--- src/rtl/pfsoc_pkg.sv ---
// Shared types, constants and filter coefficients for the prefiltered second-order controller.
package pfsoc_pkg;

    localparam int SIG_FRAC   = 16;
    localparam int COEF_FRAC  = 20;

    localparam int ADC_W      = 10;
    localparam int ADC_FULL   = 1023;
    localparam int VOLT_W     = 19;
    localparam int OPND_W     = VOLT_W + 1;
    localparam int TICK_W     = 11;
    localparam int OFFSET_W   = 17;
    localparam int CFG_IDX_W  = 3;
    localparam int CFG_DATA_W = 19;

    localparam int FIVE_V     = 5 << SIG_FRAC;
    // volts per code times 1024: adc * 5 * 2^S / 1023 = gain * adc * 1024 / 1023
    localparam int MEAS_GAIN  = FIVE_V / 1024;

    localparam int NUM_TAPS   = 5;
    localparam int COEF_W     = 24;
    localparam int TERM_W     = COEF_W + 3;
    localparam int ACC_W      = 46;
    localparam int BIT_CNT_W  = $clog2(OPND_W);

    // tap order: a1 on y[n-1], a2 on y[n-2], b0, b1, b2 on x[n], x[n-1], x[n-2]
    localparam logic [NUM_TAPS-1:0] TAP_NEG = 5'b01010;

    typedef logic [COEF_W-1:0] coef_t;
    typedef logic [NUM_TAPS-1:0][COEF_W-1:0] coef_set_t;
    typedef logic [OPND_W-1:0] opnd_t;

    function automatic coef_t q28_to_coef(input longint q28);
        longint t;
        t = (((q28 * 2) >>> (28 - COEF_FRAC)) + 1) >>> 1;
        return t[COEF_W-1:0];
    endfunction

    localparam coef_set_t PF_COEF = {
        q28_to_coef(64'sd71698813),  q28_to_coef(64'sd149650667),
        q28_to_coef(64'sd78896526),  q28_to_coef(64'sd232454185),
        q28_to_coef(64'sd499937674)
    };

    localparam coef_set_t CT_COEF = {
        q28_to_coef(64'sd526401929), q28_to_coef(64'sd1131992318),
        q28_to_coef(64'sd607737872), q28_to_coef(64'sd203903596),
        q28_to_coef(64'sd472339052)
    };

    typedef enum logic
    {
        MODE_PF,
        MODE_CT
    } mac_mode_t;

    typedef struct packed
    {
        logic      start;
        mac_mode_t mode;
    } mac_ctl_t;

    typedef enum logic [CFG_IDX_W-1:0]
    {
        CFG_REF_LOW     = 3'd0,
        CFG_REF_HIGH    = 3'd1,
        CFG_SWITCH_TICK = 3'd2,
        CFG_PERIOD_TICK = 3'd3,
        CFG_DIST_OFFSET = 3'd4
    } cfg_index_t;

    typedef struct packed
    {
        logic [VOLT_W-1:0]   ref_low;
        logic [VOLT_W-1:0]   ref_high;
        logic [TICK_W-1:0]   switch_tick;
        logic [TICK_W-1:0]   period_tick;
        logic [OFFSET_W-1:0] dist_offset;
    } cfg_regs_t;

    typedef enum logic [1:0]
    {
        ST_IDLE,
        ST_PF,
        ST_CT,
        ST_DELIVER
    } ctl_state_t;

endpackage

--- src/rtl/pfsoc_cfg.sv ---
// Configuration register file with index decode.
module pfsoc_cfg import pfsoc_pkg::*;
(
    input  logic                  clk,
    input  logic                  rst_n,
    input  logic                  cfg_valid,
    output logic                  cfg_ready,
    input  logic [CFG_IDX_W-1:0]  cfg_index,
    input  logic [CFG_DATA_W-1:0] cfg_data,
    output cfg_regs_t             regs
);

    cfg_regs_t regs_reg;
    cfg_regs_t regs_next;

    assign cfg_ready = 1'b1;
    assign regs      = regs_reg;

    always_comb
    begin
        regs_next = regs_reg;
        if (cfg_valid)
        begin
            unique case (cfg_index_t'(cfg_index))
                CFG_REF_LOW:     regs_next.ref_low     = cfg_data[VOLT_W-1:0];
                CFG_REF_HIGH:    regs_next.ref_high    = cfg_data[VOLT_W-1:0];
                CFG_SWITCH_TICK: regs_next.switch_tick = cfg_data[TICK_W-1:0];
                CFG_PERIOD_TICK: regs_next.period_tick = cfg_data[TICK_W-1:0];
                CFG_DIST_OFFSET: regs_next.dist_offset = cfg_data[OFFSET_W-1:0];
                default:         regs_next = regs_reg;
            endcase
        end
    end

    always_ff @(posedge clk or negedge rst_n)
    begin
        if (!rst_n)
        begin
            regs_reg.ref_low     <= VOLT_W'(65536);
            regs_reg.ref_high    <= VOLT_W'(262144);
            regs_reg.switch_tick <= TICK_W'(625);
            regs_reg.period_tick <= TICK_W'(1250);
            regs_reg.dist_offset <= OFFSET_W'(32768);
        end
        else
        begin
            regs_reg <= regs_next;
        end
    end

    a_period_kept: assert property (@(posedge clk) disable iff (!rst_n)
        !cfg_valid |=> regs_reg.period_tick == $past(regs_reg.period_tick))
        else $error("period register changed without a write");

    a_bad_index_ignored: assert property (@(posedge clk) disable iff (!rst_n)
        cfg_valid && cfg_index > CFG_IDX_W'(CFG_DIST_OFFSET) |=> $stable(regs_reg))
        else $error("write to unknown index altered the registers");

    a_ref_written: assert property (@(posedge clk) disable iff (!rst_n)
        cfg_valid && cfg_index == CFG_IDX_W'(CFG_REF_HIGH)
        |=> regs_reg.ref_high == $past(cfg_data[VOLT_W-1:0]))
        else $error("reference high write lost");

endmodule

--- src/rtl/pfsoc_mac.sv ---
// Bit-serial five-tap multiply-accumulate with rounding and 0..5 V clamp.
module pfsoc_mac import pfsoc_pkg::*;
(
    input  logic                       clk,
    input  logic                       rst_n,
    input  mac_ctl_t                   ctl,
    input  opnd_t [NUM_TAPS-1:0]       opnd,
    output logic                       done,
    output logic [VOLT_W-1:0]          result
);

    opnd_t [NUM_TAPS-1:0]      sh_reg;
    logic signed [ACC_W-1:0]   acc_reg;
    logic signed [ACC_W-1:0]   acc_next;
    logic [BIT_CNT_W-1:0]      cnt_reg;
    logic                      busy_reg;
    logic                      done_reg;
    mac_mode_t                 mode_reg;

    coef_set_t                 coef_set;
    logic signed [TERM_W-1:0]  term;
    logic signed [TERM_W-1:0]  term_w;
    logic signed [ACC_W-1:0]   rnd;
    logic signed [ACC_W-1:0]   quo;

    localparam logic signed [ACC_W-1:0] ROUND_HALF = ACC_W'(1) <<< (COEF_FRAC - 1);
    localparam logic signed [ACC_W-1:0] FIVE_ACC   = ACC_W'(FIVE_V);

    assign coef_set = (mode_reg == MODE_CT) ? CT_COEF : PF_COEF;

    // Horner over operand bits, MSB first; the first bit is the two's complement sign
    always_comb
    begin
        term = '0;
        for (int k = 0; k < NUM_TAPS; k++)
        begin
            if (sh_reg[k][OPND_W-1])
            begin
                if (TAP_NEG[k])
                    term = term - TERM_W'(coef_set[k]);
                else
                    term = term + TERM_W'(coef_set[k]);
            end
        end
        term_w   = (cnt_reg == BIT_CNT_W'(OPND_W - 1)) ? -term : term;
        acc_next = (acc_reg <<< 1) + {{(ACC_W - TERM_W){term_w[TERM_W-1]}}, term_w};
    end

    always_comb
    begin
        rnd = acc_reg + ROUND_HALF;
        quo = rnd >>> COEF_FRAC;
        if (quo[ACC_W-1])
            result = '0;
        else if (quo > FIVE_ACC)
            result = VOLT_W'(FIVE_V);
        else
            result = quo[VOLT_W-1:0];
    end

    assign done = done_reg;

    always_ff @(posedge clk or negedge rst_n)
    begin
        if (!rst_n)
        begin
            busy_reg <= 1'b0;
            done_reg <= 1'b0;
            cnt_reg  <= '0;
            mode_reg <= MODE_PF;
        end
        else
        begin
            done_reg <= busy_reg && (cnt_reg == '0) && !ctl.start;
            if (ctl.start)
            begin
                busy_reg <= 1'b1;
                cnt_reg  <= BIT_CNT_W'(OPND_W - 1);
                mode_reg <= ctl.mode;
            end
            else if (busy_reg)
            begin
                cnt_reg <= cnt_reg - 1'b1;
                if (cnt_reg == '0)
                    busy_reg <= 1'b0;
            end
        end
    end

    always_ff @(posedge clk)
    begin
        if (ctl.start)
        begin
            sh_reg  <= opnd;
            acc_reg <= '0;
        end
        else if (busy_reg)
        begin
            for (int k = 0; k < NUM_TAPS; k++)
                sh_reg[k] <= sh_reg[k] << 1;
            acc_reg <= acc_next;
        end
    end

    a_start_runs: assert property (@(posedge clk) disable iff (!rst_n)
        ctl.start |=> busy_reg && cnt_reg == BIT_CNT_W'(OPND_W - 1))
        else $error("MAC did not start a pass");

    a_done_after_last: assert property (@(posedge clk) disable iff (!rst_n)
        busy_reg && cnt_reg == '0 && !ctl.start |=> done_reg && !busy_reg)
        else $error("MAC pass did not finish");

    a_result_clamped: assert property (@(posedge clk) disable iff (!rst_n)
        done_reg |-> result <= VOLT_W'(FIVE_V))
        else $error("MAC result above 5 V");

endmodule

--- src/rtl/prefiltered_second_order_controller.sv ---
// Top level: sequencer, tick logic, filter histories and result register.
//
// One request on the input channel (in_valid/in_ready) carries a 10-bit ADC
// reading; it yields exactly one result on the output channel
// (out_valid/out_ready) with drive, filtered reference, error, echo and the
// disturbance flag. Configuration writes arrive on cfg_valid/cfg_ready with a
// register index and data; cfg_ready is always high and writes are meant to
// land while no request is in flight.
// Each request takes two passes of the bit-serial MAC, 20 operand bits each,
// and then loads the result register. The next request is taken in the
// cycle after that; the single shared MAC takes no new request before the
// last one is through.
// The result register is apart from the datapath: a new request is accepted
// while an earlier result still waits. If the receiver stalls, the finished
// result is held in the MAC until the register frees.
// Reset clears the tick counter, flags and all filter histories and loads
// the configuration defaults; the block is ready in the first cycle after.
module prefiltered_second_order_controller import pfsoc_pkg::*;
(
    input  logic                  clk,
    input  logic                  rst_n,
    input  logic                  in_valid,
    output logic                  in_ready,
    input  logic [ADC_W-1:0]      adc_sample,
    output logic                  out_valid,
    input  logic                  out_ready,
    output logic [VOLT_W-1:0]     drive_value,
    output logic [VOLT_W-1:0]     filtered_reference,
    output logic signed [OPND_W-1:0] control_error,
    output logic [ADC_W-1:0]      sample_echo,
    output logic                  disturbance_active,
    input  logic                  cfg_valid,
    output logic                  cfg_ready,
    input  logic [CFG_IDX_W-1:0]  cfg_index,
    input  logic [CFG_DATA_W-1:0] cfg_data
);

    cfg_regs_t                cfg;
    ctl_state_t               state_reg;
    ctl_state_t               state_next;
    mac_ctl_t                 mac_ctl;
    opnd_t [NUM_TAPS-1:0]     mac_opnd;
    logic                     mac_done;
    logic [VOLT_W-1:0]        mac_result;

    logic                     accept;
    logic                     pf_fire;
    logic                     out_load;

    logic [TICK_W-1:0]        cnt_reg;
    logic [TICK_W-1:0]        cnt_inc;
    logic                     sel_reg;
    logic                     sel_next;
    logic                     dist_reg;
    logic                     dist_next;
    logic                     hit_switch;
    logic                     hit_period;
    logic [VOLT_W-1:0]        step_now;

    logic [VOLT_W-1:0]        ref_d1_reg;
    logic [VOLT_W-1:0]        ref_d2_reg;
    logic [VOLT_W-1:0]        y_d1_reg;
    logic [VOLT_W-1:0]        y_d2_reg;
    logic signed [OPND_W-1:0] err_d1_reg;
    logic signed [OPND_W-1:0] err_d2_reg;
    logic [VOLT_W-1:0]        u_d1_reg;
    logic [VOLT_W-1:0]        u_d2_reg;
    logic signed [OPND_W-1:0] e_now;

    logic [ADC_W-1:0]         adc_reg;
    logic [VOLT_W-1:0]        meas_reg;
    logic [VOLT_W-1:0]        meas_base;
    logic [VOLT_W-1:0]        meas_round;
    logic [VOLT_W-ADC_W-1:0]  meas_hi;
    logic [ADC_W:0]           meas_sum;
    logic                     meas_carry;
    logic [VOLT_W-1:0]        meas_now;

    logic                     out_valid_reg;
    logic [VOLT_W-1:0]        drive_reg;
    logic [VOLT_W-1:0]        fref_reg;
    logic signed [OPND_W-1:0] err_out_reg;
    logic [ADC_W-1:0]         echo_reg;
    logic                     dist_out_reg;
    logic [VOLT_W:0]          drive_sum;

    pfsoc_cfg u_cfg
    (
        .clk       (clk),
        .rst_n     (rst_n),
        .cfg_valid (cfg_valid),
        .cfg_ready (cfg_ready),
        .cfg_index (cfg_index),
        .cfg_data  (cfg_data),
        .regs      (cfg)
    );

    pfsoc_mac u_mac
    (
        .clk    (clk),
        .rst_n  (rst_n),
        .ctl    (mac_ctl),
        .opnd   (mac_opnd),
        .done   (mac_done),
        .result (mac_result)
    );

    assign accept = in_valid && in_ready;

    // tick counter and flags; the new flags govern this request
    always_comb
    begin
        cnt_inc    = cnt_reg + 1'b1;
        hit_switch = (cnt_inc == cfg.switch_tick);
        hit_period = (cnt_inc == cfg.period_tick);
        sel_next   = sel_reg ^ hit_switch;
        dist_next  = dist_reg ^ hit_period;
        step_now   = sel_next ? cfg.ref_high : cfg.ref_low;
    end

    // adc * 5 V / 1023: split 1024/1023 as 1 + 1/1023, one compare corrects the quotient
    always_comb
    begin
        meas_base  = VOLT_W'(adc_sample * MEAS_GAIN);
        meas_round = meas_base + VOLT_W'(ADC_FULL / 2);
        meas_hi    = meas_round[VOLT_W-1:ADC_W];
        meas_sum   = (ADC_W + 1)'(meas_hi) + {1'b0, meas_round[ADC_W-1:0]};
        meas_carry = (meas_sum >= (ADC_W + 1)'(ADC_FULL));
        meas_now   = meas_base + VOLT_W'(meas_hi) + VOLT_W'(meas_carry);
    end

    assign e_now = $signed({1'b0, mac_result}) - $signed({1'b0, meas_reg});

    always_comb
    begin
        if (state_reg == ST_PF)
        begin
            mac_opnd[0] = {1'b0, u_d1_reg};
            mac_opnd[1] = {1'b0, u_d2_reg};
            mac_opnd[2] = e_now;
            mac_opnd[3] = err_d1_reg;
            mac_opnd[4] = err_d2_reg;
        end
        else
        begin
            mac_opnd[0] = {1'b0, y_d1_reg};
            mac_opnd[1] = {1'b0, y_d2_reg};
            mac_opnd[2] = {1'b0, step_now};
            mac_opnd[3] = {1'b0, ref_d1_reg};
            mac_opnd[4] = {1'b0, ref_d2_reg};
        end
    end

    always_comb
    begin
        state_next = state_reg;
        unique case (state_reg)
            ST_IDLE:
            begin
                if (in_valid)
                    state_next = ST_PF;
            end
            ST_PF:
            begin
                if (mac_done)
                    state_next = ST_CT;
            end
            ST_CT:
            begin
                if (mac_done)
                    state_next = ST_DELIVER;
            end
            ST_DELIVER:
            begin
                if (!out_valid_reg || out_ready)
                    state_next = ST_IDLE;
            end
            default: state_next = ST_IDLE;
        endcase
    end

    always_comb
    begin
        in_ready      = 1'b0;
        mac_ctl.start = 1'b0;
        mac_ctl.mode  = MODE_PF;
        pf_fire       = 1'b0;
        out_load      = 1'b0;
        unique case (state_reg)
            ST_IDLE:
            begin
                in_ready      = 1'b1;
                mac_ctl.start = in_valid;
            end
            ST_PF:
            begin
                mac_ctl.mode  = MODE_CT;
                mac_ctl.start = mac_done;
                pf_fire       = mac_done;
            end
            ST_CT:
            begin
                mac_ctl.mode = MODE_CT;
            end
            ST_DELIVER:
            begin
                out_load = !out_valid_reg || out_ready;
            end
            default:
            begin
                in_ready = 1'b0;
            end
        endcase
    end

    always_ff @(posedge clk or negedge rst_n)
    begin
        if (!rst_n)
        begin
            state_reg     <= ST_IDLE;
            cnt_reg       <= '0;
            sel_reg       <= 1'b0;
            dist_reg      <= 1'b0;
            ref_d1_reg    <= '0;
            ref_d2_reg    <= '0;
            y_d1_reg      <= '0;
            y_d2_reg      <= '0;
            err_d1_reg    <= '0;
            err_d2_reg    <= '0;
            u_d1_reg      <= '0;
            u_d2_reg      <= '0;
            out_valid_reg <= 1'b0;
        end
        else
        begin
            state_reg <= state_next;
            if (accept)
            begin
                cnt_reg    <= hit_period ? '0 : cnt_inc;
                sel_reg    <= sel_next;
                dist_reg   <= dist_next;
                ref_d2_reg <= ref_d1_reg;
                ref_d1_reg <= step_now;
            end
            if (pf_fire)
            begin
                y_d2_reg   <= y_d1_reg;
                y_d1_reg   <= mac_result;
                err_d2_reg <= err_d1_reg;
                err_d1_reg <= e_now;
            end
            if (out_load)
            begin
                u_d2_reg <= u_d1_reg;
                u_d1_reg <= mac_result;
            end
            if (out_load)
                out_valid_reg <= 1'b1;
            else if (out_ready)
                out_valid_reg <= 1'b0;
        end
    end

    assign drive_sum = {1'b0, mac_result}
                     + (dist_reg ? (VOLT_W + 1)'(cfg.dist_offset) : '0);

    always_ff @(posedge clk)
    begin
        if (accept)
        begin
            adc_reg  <= adc_sample;
            meas_reg <= meas_now;
        end
        if (out_load)
        begin
            drive_reg    <= drive_sum[VOLT_W-1:0];
            fref_reg     <= y_d1_reg;
            err_out_reg  <= err_d1_reg;
            echo_reg     <= adc_reg;
            dist_out_reg <= dist_reg;
        end
    end

    assign out_valid          = out_valid_reg;
    assign drive_value        = drive_reg;
    assign filtered_reference = fref_reg;
    assign control_error      = err_out_reg;
    assign sample_echo        = echo_reg;
    assign disturbance_active = dist_out_reg;

    a_accept_busy: assert property (@(posedge clk) disable iff (!rst_n)
        in_valid && in_ready |=> !in_ready)
        else $error("request taken while one is in flight");

    a_done_in_pass: assert property (@(posedge clk) disable iff (!rst_n)
        mac_done |-> (state_reg == ST_PF || state_reg == ST_CT))
        else $error("MAC finished outside a filter pass");

    a_result_loaded: assert property (@(posedge clk) disable iff (!rst_n)
        out_load |=> out_valid && filtered_reference <= VOLT_W'(FIVE_V))
        else $error("result register not loaded correctly");

endmodule

--- config.mk ---
export PLATFORM = sky130hd
export DESIGN_NAME = prefiltered_second_order_controller
export DESIGN_NICKNAME = d
export VERILOG_FILES = /design/src/rtl/pfsoc_pkg.sv /design/src/rtl/pfsoc_cfg.sv /design/src/rtl/pfsoc_mac.sv /design/src/rtl/prefiltered_second_order_controller.sv
export SDC_FILE = /design/constraint.sdc
export NUM_CORES = 1
export LEC_CHECK = 0
export BUFFER_PORTS_ARGS = -buffer_cell sky130_fd_sc_hd__buf_2
export CAP_MARGIN = 20
export CELL_PAD_IN_SITES_DETAIL_PLACEMENT = 1
export CELL_PAD_IN_SITES_GLOBAL_PLACEMENT = 1
export CORE_MARGIN = 3
export CORE_UTILIZATION = 35
export CTS_CLUSTER_SIZE = 10
export DETAILED_ROUTE_END_ITERATION = 8
export GPL_ROUTABILITY_DRIVEN = 0
export GPL_TIMING_DRIVEN = 0
export PLACE_DENSITY_LB_ADDON = 0.1
export SLEW_MARGIN = 5
export SYNTH_ARGS = -nofsm -noshare
export SYNTH_HDL_FRONTEND = slang
export SYNTH_SLANG_ARGS = --single-unit
--- constraint.sdc ---
create_clock -name clk -period 13.85 [get_ports clk]
set_input_delay 2.77 -clock clk [delete_from_list [all_inputs] [get_ports clk]]
set_output_delay 2.77 -clock clk [all_outputs]
set_load 0.005 [all_outputs]
# Word-level counts from Yosys, hierarchy flattened

Index checks and enable logic that the tools add are counted.

Register bits after elaboration: 499
Input port bits: 37
Output and inout bits: 72
Word-level logic and storage cells: 119

Add/sub/neg operators: 15
Multipliers: 1
Magnitude comparators: 2
Eq/ne operators: 14
Multiplexer cells: 32
Bitwise gates (word level): 2
Reduce and logical (&&, ||, !) cells: 18

Operators by type and width:

| kind                                                   | count |
|---|---|
| 2-to-1 mux 100 bit                                     | 3 |
| 2-to-1 mux 27 bit                                      | 5 |
| 2-to-1 mux 117 bit                                     | 1 |
| 2-to-1 mux 19 bit                                      | 3 |
| adder 27 x 24 -> 27 bit                                | 2 |
| subtractor 27 x 24 -> 27 bit                           | 2 |
| adder 46 x 21 -> 46 bit (second input constant)        | 1 |
| adder 46 bit                                           | 1 |
| negation 27 bit                                        | 1 |
| > comparator 26 x 20 -> 1 bit (second input constant)  | 1 |
| 2-to-1 mux 24 bit                                      | 1 |
| equality test 11 bit                                   | 2 |
| subtractor 19 x 19 -> 20 bit                           | 1 |
| adder 19 x 1 -> 19 bit                                 | 1 |
| adder 19 x 17 -> 19 bit                                | 1 |
| adder 19 x 9 -> 19 bit                                 | 1 |
| adder 19 x 9 -> 19 bit (second input constant)         | 1 |
| 2-to-1 mux 17 bit                                      | 1 |
| multiplier 10 x 3 -> 13 bit (second input constant)    | 1 |
| adder 11 x 1 -> 11 bit (second input constant)         | 1 |
| adder 9 x 10 -> 11 bit                                 | 1 |
| >= comparator 11 x 10 -> 1 bit (second input constant) | 1 |
| 2-to-1 mux 11 bit                                      | 1 |
| 2-to-1 mux 5 bit                                       | 2 |
| 24 further kinds                                       | 48 |

# Logic depth before layout (Yosys ltp)

Depth after elaboration: 13
Depth in mapped cells: 51
Gate-level depth less buffers: 49

# Modules after synthesis

From an unflattened synthesis, not the netlist that was laid out.

Cells, all modules: 2688
Area, all modules: 30489.2 µm²

By module, submodules not included:

| module                              | times used | cells an instance | area an instance (µm²) | sequential area each (µm²) |
|---|---|---|---|---|
| prefiltered_second_order_controller | 1          | 1146              | 14401.3                | 7196.9 |
| pfsoc_mac                           | 1          | 1373              | 13035.0                | 4124.0 |
| pfsoc_cfg                           | 1          | 169               | 3052.9                 | 1943.1 |

# Least setup slack after synthesis

OpenSTA, ideal clock, no wires.

Kind: reg2reg
Start point: reg u_mac.mode_reg
End point: reg u_mac.acc_reg[45]
Setup time: 0.138 ns
Arrival time: 10.494 ns
Data required time: 13.712 ns
Slack: 3.218 ns
Cell stages (with the launch flop): 48
Buffers on the path: 2
Period minus slack after synthesis: 10.632 ns
Path through: dfrtp_1 buf_2 inv_1 ha_1 clkbuf_1 a21o_1 ha_1 nand2_1 o21ai_0 a21oi_1 xnor2_1 inv_1 ha_1 a31o_2 a21o_1 a21oi_1 xnor2_1 nor2_1 [... 12 more ...] nand2_1 xor2_1 ha_1 nand4_1 nor3_1 inv_1 a211o_1 a31oi_1 nand2_1 o21ai_0 o22ai_1 o21ai_0 or2_2 a31oi_1 xnor2_1 xnor2_1 mux2i_1 a211oi_1

Word-level cells in the longest chain between the ends: 13

Ends and longest elaborated chain:

| item                         | RTL line         | text |
|---|---|---|
| start, declared              | pfsoc_mac.sv:18  | `mac_mode_t mode_reg;` |
| start signal, assigned       | pfsoc_mac.sv:79  | `mode_reg <= ctl.mode;` |
| 2-to-1 mux 117 bit *         | pfsoc_mac.sv:29  | `assign coef_set = (mode_reg == MODE_CT) ? CT_COEF : PF_COEF;` |
| 2-to-1 mux 24 bit            | pfsoc_mac.sv:37  | `if (sh_reg[k][OPND_W-1])` |
| subtractor 27 x 24 -> 27 bit | pfsoc_mac.sv:40  | `term = term - TERM_W'(coef_set[k]);` |
| 2-to-1 mux 27 bit            | pfsoc_mac.sv:37  |  |
| adder 27 x 24 -> 27 bit      | pfsoc_mac.sv:42  | `term = term + TERM_W'(coef_set[k]);` |
| 2-to-1 mux 27 bit            | pfsoc_mac.sv:37  |  |
| subtractor 27 x 24 -> 27 bit | pfsoc_mac.sv:40  |  |
| 2-to-1 mux 27 bit            | pfsoc_mac.sv:37  |  |
| adder 27 x 24 -> 27 bit      | pfsoc_mac.sv:42  |  |
| 2-to-1 mux 27 bit *          | pfsoc_mac.sv:37  |  |
| negation 27 bit              | pfsoc_mac.sv:45  | `term_w = (cnt_reg == BIT_CNT_W'(OPND_W - 1)) ? -term : term;` |
| 2-to-1 mux 27 bit *          | pfsoc_mac.sv:45  |  |
| adder 46 bit *               | pfsoc_mac.sv:46  | `acc_next = (acc_reg <<< 1) + {{(ACC_W - TERM_W){term_w[TERM_W-1]}}, term_w};` |
| end signal, assigned         | pfsoc_mac.sv:101 | `acc_reg <= acc_next;` |
| end, declared                | pfsoc_mac.sv:13  | `logic signed [ACC_W-1:0] acc_reg;` |

Mark *: on every way between the ends. The rest lies on a longest branch, timed or not.
A chain may end at the register's enable or synchronous reset.

# Final worst setup path

Ends and elaborated chain as after synthesis.

==> run metrics <==
initial drt markers=1308; WL final=94.13 mm; CP most frequent cell=ha_1; global-route wire length before repair=146.2 mm; hold_sp=adc_reg[7]; Clk Tree Root Cell=clkbuf_16; gr ovfl total=0; initial core utilization=0.3560; Final HPWL DP=71.34 mm; Area Growth Syn to Fin=13.52%; R2R Path End=u_mac.acc_reg[45]; final setup fails=0; Worst Tran Pin Value=1.063 ns; Pre-Repair DR Iteration Count=5; r2r setup slk=1.28 ns; period utilisation layout=0.9079; maximum root-to-sink buffer count=3; critical path fanouts, max=21; Hold Path Depth=0; Seq/Total Area, Yosys=0.4509; Mapped Area=0.02942 mm²; CP Data Required Time=14.34 ns; RSZ-0062 raised after global routing=no; H-tree depth=2; final worst path period need=12.57 ns; Port Buffers=107; crit start category=flip-flop; relative slew slack=0.2915; vias per std cell=5.390; Die W=295.9 µm; GR Util All Layers=0.2143; final hold vios=0; fin cells=4342; Synth Instances=3041; CTS tree=yes; Rows=105; Synth Area in Simple Gates=0.1379; clock sinks=499; Antenna Cells=0; Max Cap Viol=0; reg2reg start=u_mac.mode_reg; share of cells above drive strength 1=0.1278; total CTS buffers=59; Net Count, Synth=3240; DRC=0; Worst Setup Path Type=reg -> reg; Hold WS=0.4139 ns; Post-synth EDFFs=198; largest family of logic cells by synthesized area=compound AO/OA/AOI/OAI gates; hold endpoint=sample_echo[7]; Post-Synth Adder-Cell Area=0.07018; fmax=79.52 MHz; Synth Area in Compound Gates=0.1594; FF-to-FF path depth=45; drt wl/cell=21.68 µm; vias in the first global route=24490; worst skew pair latency=0.66 ns; Antenna Violating Nets Remaining=0; status=completed; vias after detailed routing=23400; synthesized flop and latch total=499; dominant synthesized flop cell=dfrtp_1; Ys Warns=0; Layout Nets=3421; initial antenna violation count=5; die area=0.08757 mm²; CP endpoint kind=flip-flop; largest net degree at the start of global routing=109; CORE AREA=0.08264 mm²; die height=295.9 µm; fraction of registers with async set/reset=0.5110; Post-Synth XOR/XNOR Area=0.06992; Syn Area/Cell=9.674 µm²; Critical-path top delay cell=dfrtp_2; Yosys cell types=92; clk slew on worst S/H paths=0.06 ns; max reg flops=100; Final Slew Violations=0; Slowest Stage Delay on Critical Path=0.74 ns; Boundary Pins=109; Critical Path AT=13.07 ns; placed cell count=4225; Final Skew=0.06748 ns; mux contribution to synthesized area=0.07613; Min-Delay Path Class=reg -> reg
routing by layer:
| metal | GRT usage | part of all wire |
|---|---|---|
| met5 | 0 | 0.00014 |
| met4 | 0.04057 | 0.016 |
| met3 | 0.02636 | 0.035 |
| met2 | 0.3496 | 0.46 |
| met1 | 0.3079 | 0.49 |
what timing repair did:
item                                    in CTS  in global routing
resized for setup                            0                  3
hold buffers                                 0                  0
setup buffers                                0                  5
endpoints found under the setup margin       0                  1
per-stage QoR:
step           utilization  TNS (ns)  area (µm²)  setup WS (ns)
5_1_grt             0.4041         0       33400         0.1118
3_3_place_gp        0.3787   -0.3860       31290        -0.3860
6_report            0.4041         0       33400          1.275
2_1_floorplan            -         0       29420          3.218
4_1_cts             0.4035         0       33340         0.5443
3_5_place_dp        0.3809         0       31480         0.5857
how the worst max path moves through the flow:
| stage | start | to | slack [ns] | cells after the start |
|---|---|---|---|---|
| 3_3_place_gp | u_mac.mode_reg | u_mac.acc_reg[45] | -0.39 | 51 |
| 6_report | u_mac.mode_reg | u_mac.acc_reg[45] | 1.28 | 45 |
| 5_1_grt | u_mac.mode_reg | u_mac.acc_reg[45] | 0.11 | 51 |
| 2_1_floorplan | u_mac.mode_reg | u_mac.acc_reg[45] | 3.22 | 47 |
| 3_5_place_dp | u_mac.mode_reg | u_mac.acc_reg[45] | 0.59 | 51 |
| 4_1_cts | u_mac.mode_reg | u_mac.acc_reg[45] | 0.54 | 51 |
layout make-up:
cell class	instances	area, µm²
plain buffers	136	530.5
clock buffers	103	1734
clock inverters	8	130.1
fillers	9343	49240
inverters	137	525.5
multi-input cells	2269	15130
flip-flops and latches	499	13270
well taps	1070	1339
repair buffers	120	740.7
worst max-delay path, delay by kind of cell (launching register included):
family	cells	cell delay (ns)
DFF	1	0.74
xor gates and xnor gates	6	1.99
adders and majority gates	5	1.52
muxes	3	0.69
buffers and inverters	6	1.26
and+or+nand+nor	12	2.39
AOI/OAI and AO/OA	13	3.84
cells in the final DEF, fill, tap and decap left out, types with 19 or more instances in the layout:
cell / instances
clkbuf_16: 61
nor2_1: 176
edfxtp_1: 198
xor2_1: 71
mux2_2: 146
buf_1: 23
ha_1: 157
dfrtp_1: 241
and2_1: 33
o21a_1: 19
inv_1: 131
nand2_1: 427
dfxtp_1: 46
nor3_1: 24
nand3_1: 65
and3_1: 24
a21oi_1: 296
xnor2_1: 160
o21ai_0: 226
mux2i_1: 58
clkbuf_1: 140
a21o_1: 46
buf_2: 113
a211oi_1: 19
nor2b_1: 24
nand2b_1: 30
or2_2: 19
synth_stat cells, types with 8 or more instances:
cell type / instances / share of area
a211o_1: 10 / 0.0030
a211oi_1: 19 / 0.0048
a21boi_0: 9 / 0.0023
a21o_1: 46 / 0.012
a21oi_1: 296 / 0.050
a31o_2: 8 / 0.0024
a31oi_1: 13 / 0.0028
and2_1: 33 / 0.0070
and3_1: 24 / 0.0051
buf_1: 23 / 0.0029
clkbuf_1: 104 / 0.013
dfrtp_1: 242 / 0.21
dfstp_2: 13 / 0.012
dfxtp_1: 46 / 0.031
edfxtp_1: 198 / 0.20
ha_1: 157 / 0.067
inv_1: 134 / 0.017
mux2_2: 146 / 0.056
mux2i_1: 58 / 0.020
nand2_1: 427 / 0.054
nand2b_1: 30 / 0.0064
nand3_1: 65 / 0.011
nand3b_1: 9 / 0.0023
nand4_1: 18 / 0.0038
nor2_1: 176 / 0.022
nor2b_1: 24 / 0.0051
nor3_1: 25 / 0.0043
nor4_1: 8 / 0.0017
o211ai_1: 11 / 0.0028
o21a_1: 19 / 0.0048
o21ai_0: 226 / 0.038
o21bai_1: 16 / 0.0041
o221ai_1: 14 / 0.0042
o31ai_1: 12 / 0.0031
o32ai_1: 11 / 0.0033
or2_2: 19 / 0.0040
or3_1: 9 / 0.0019
xnor2_1: 161 / 0.048
xor2_1: 72 / 0.021
logic make-up (layout without fill, tap and decap cells):
logic type,Yosys count,after routing
AOI/OAI and AO/OA,772,772
DFF,499,499
xor gates and xnor gates,234,234
and+or+nand+nor,895,895
buffers and inverters,273,504
other,1,1
adders and majority gates,162,162
muxes,205,205
Power is left out: the tool's default activity adds up to more than one toggle a clock period on the data nets, which glitch-free logic cannot reach.
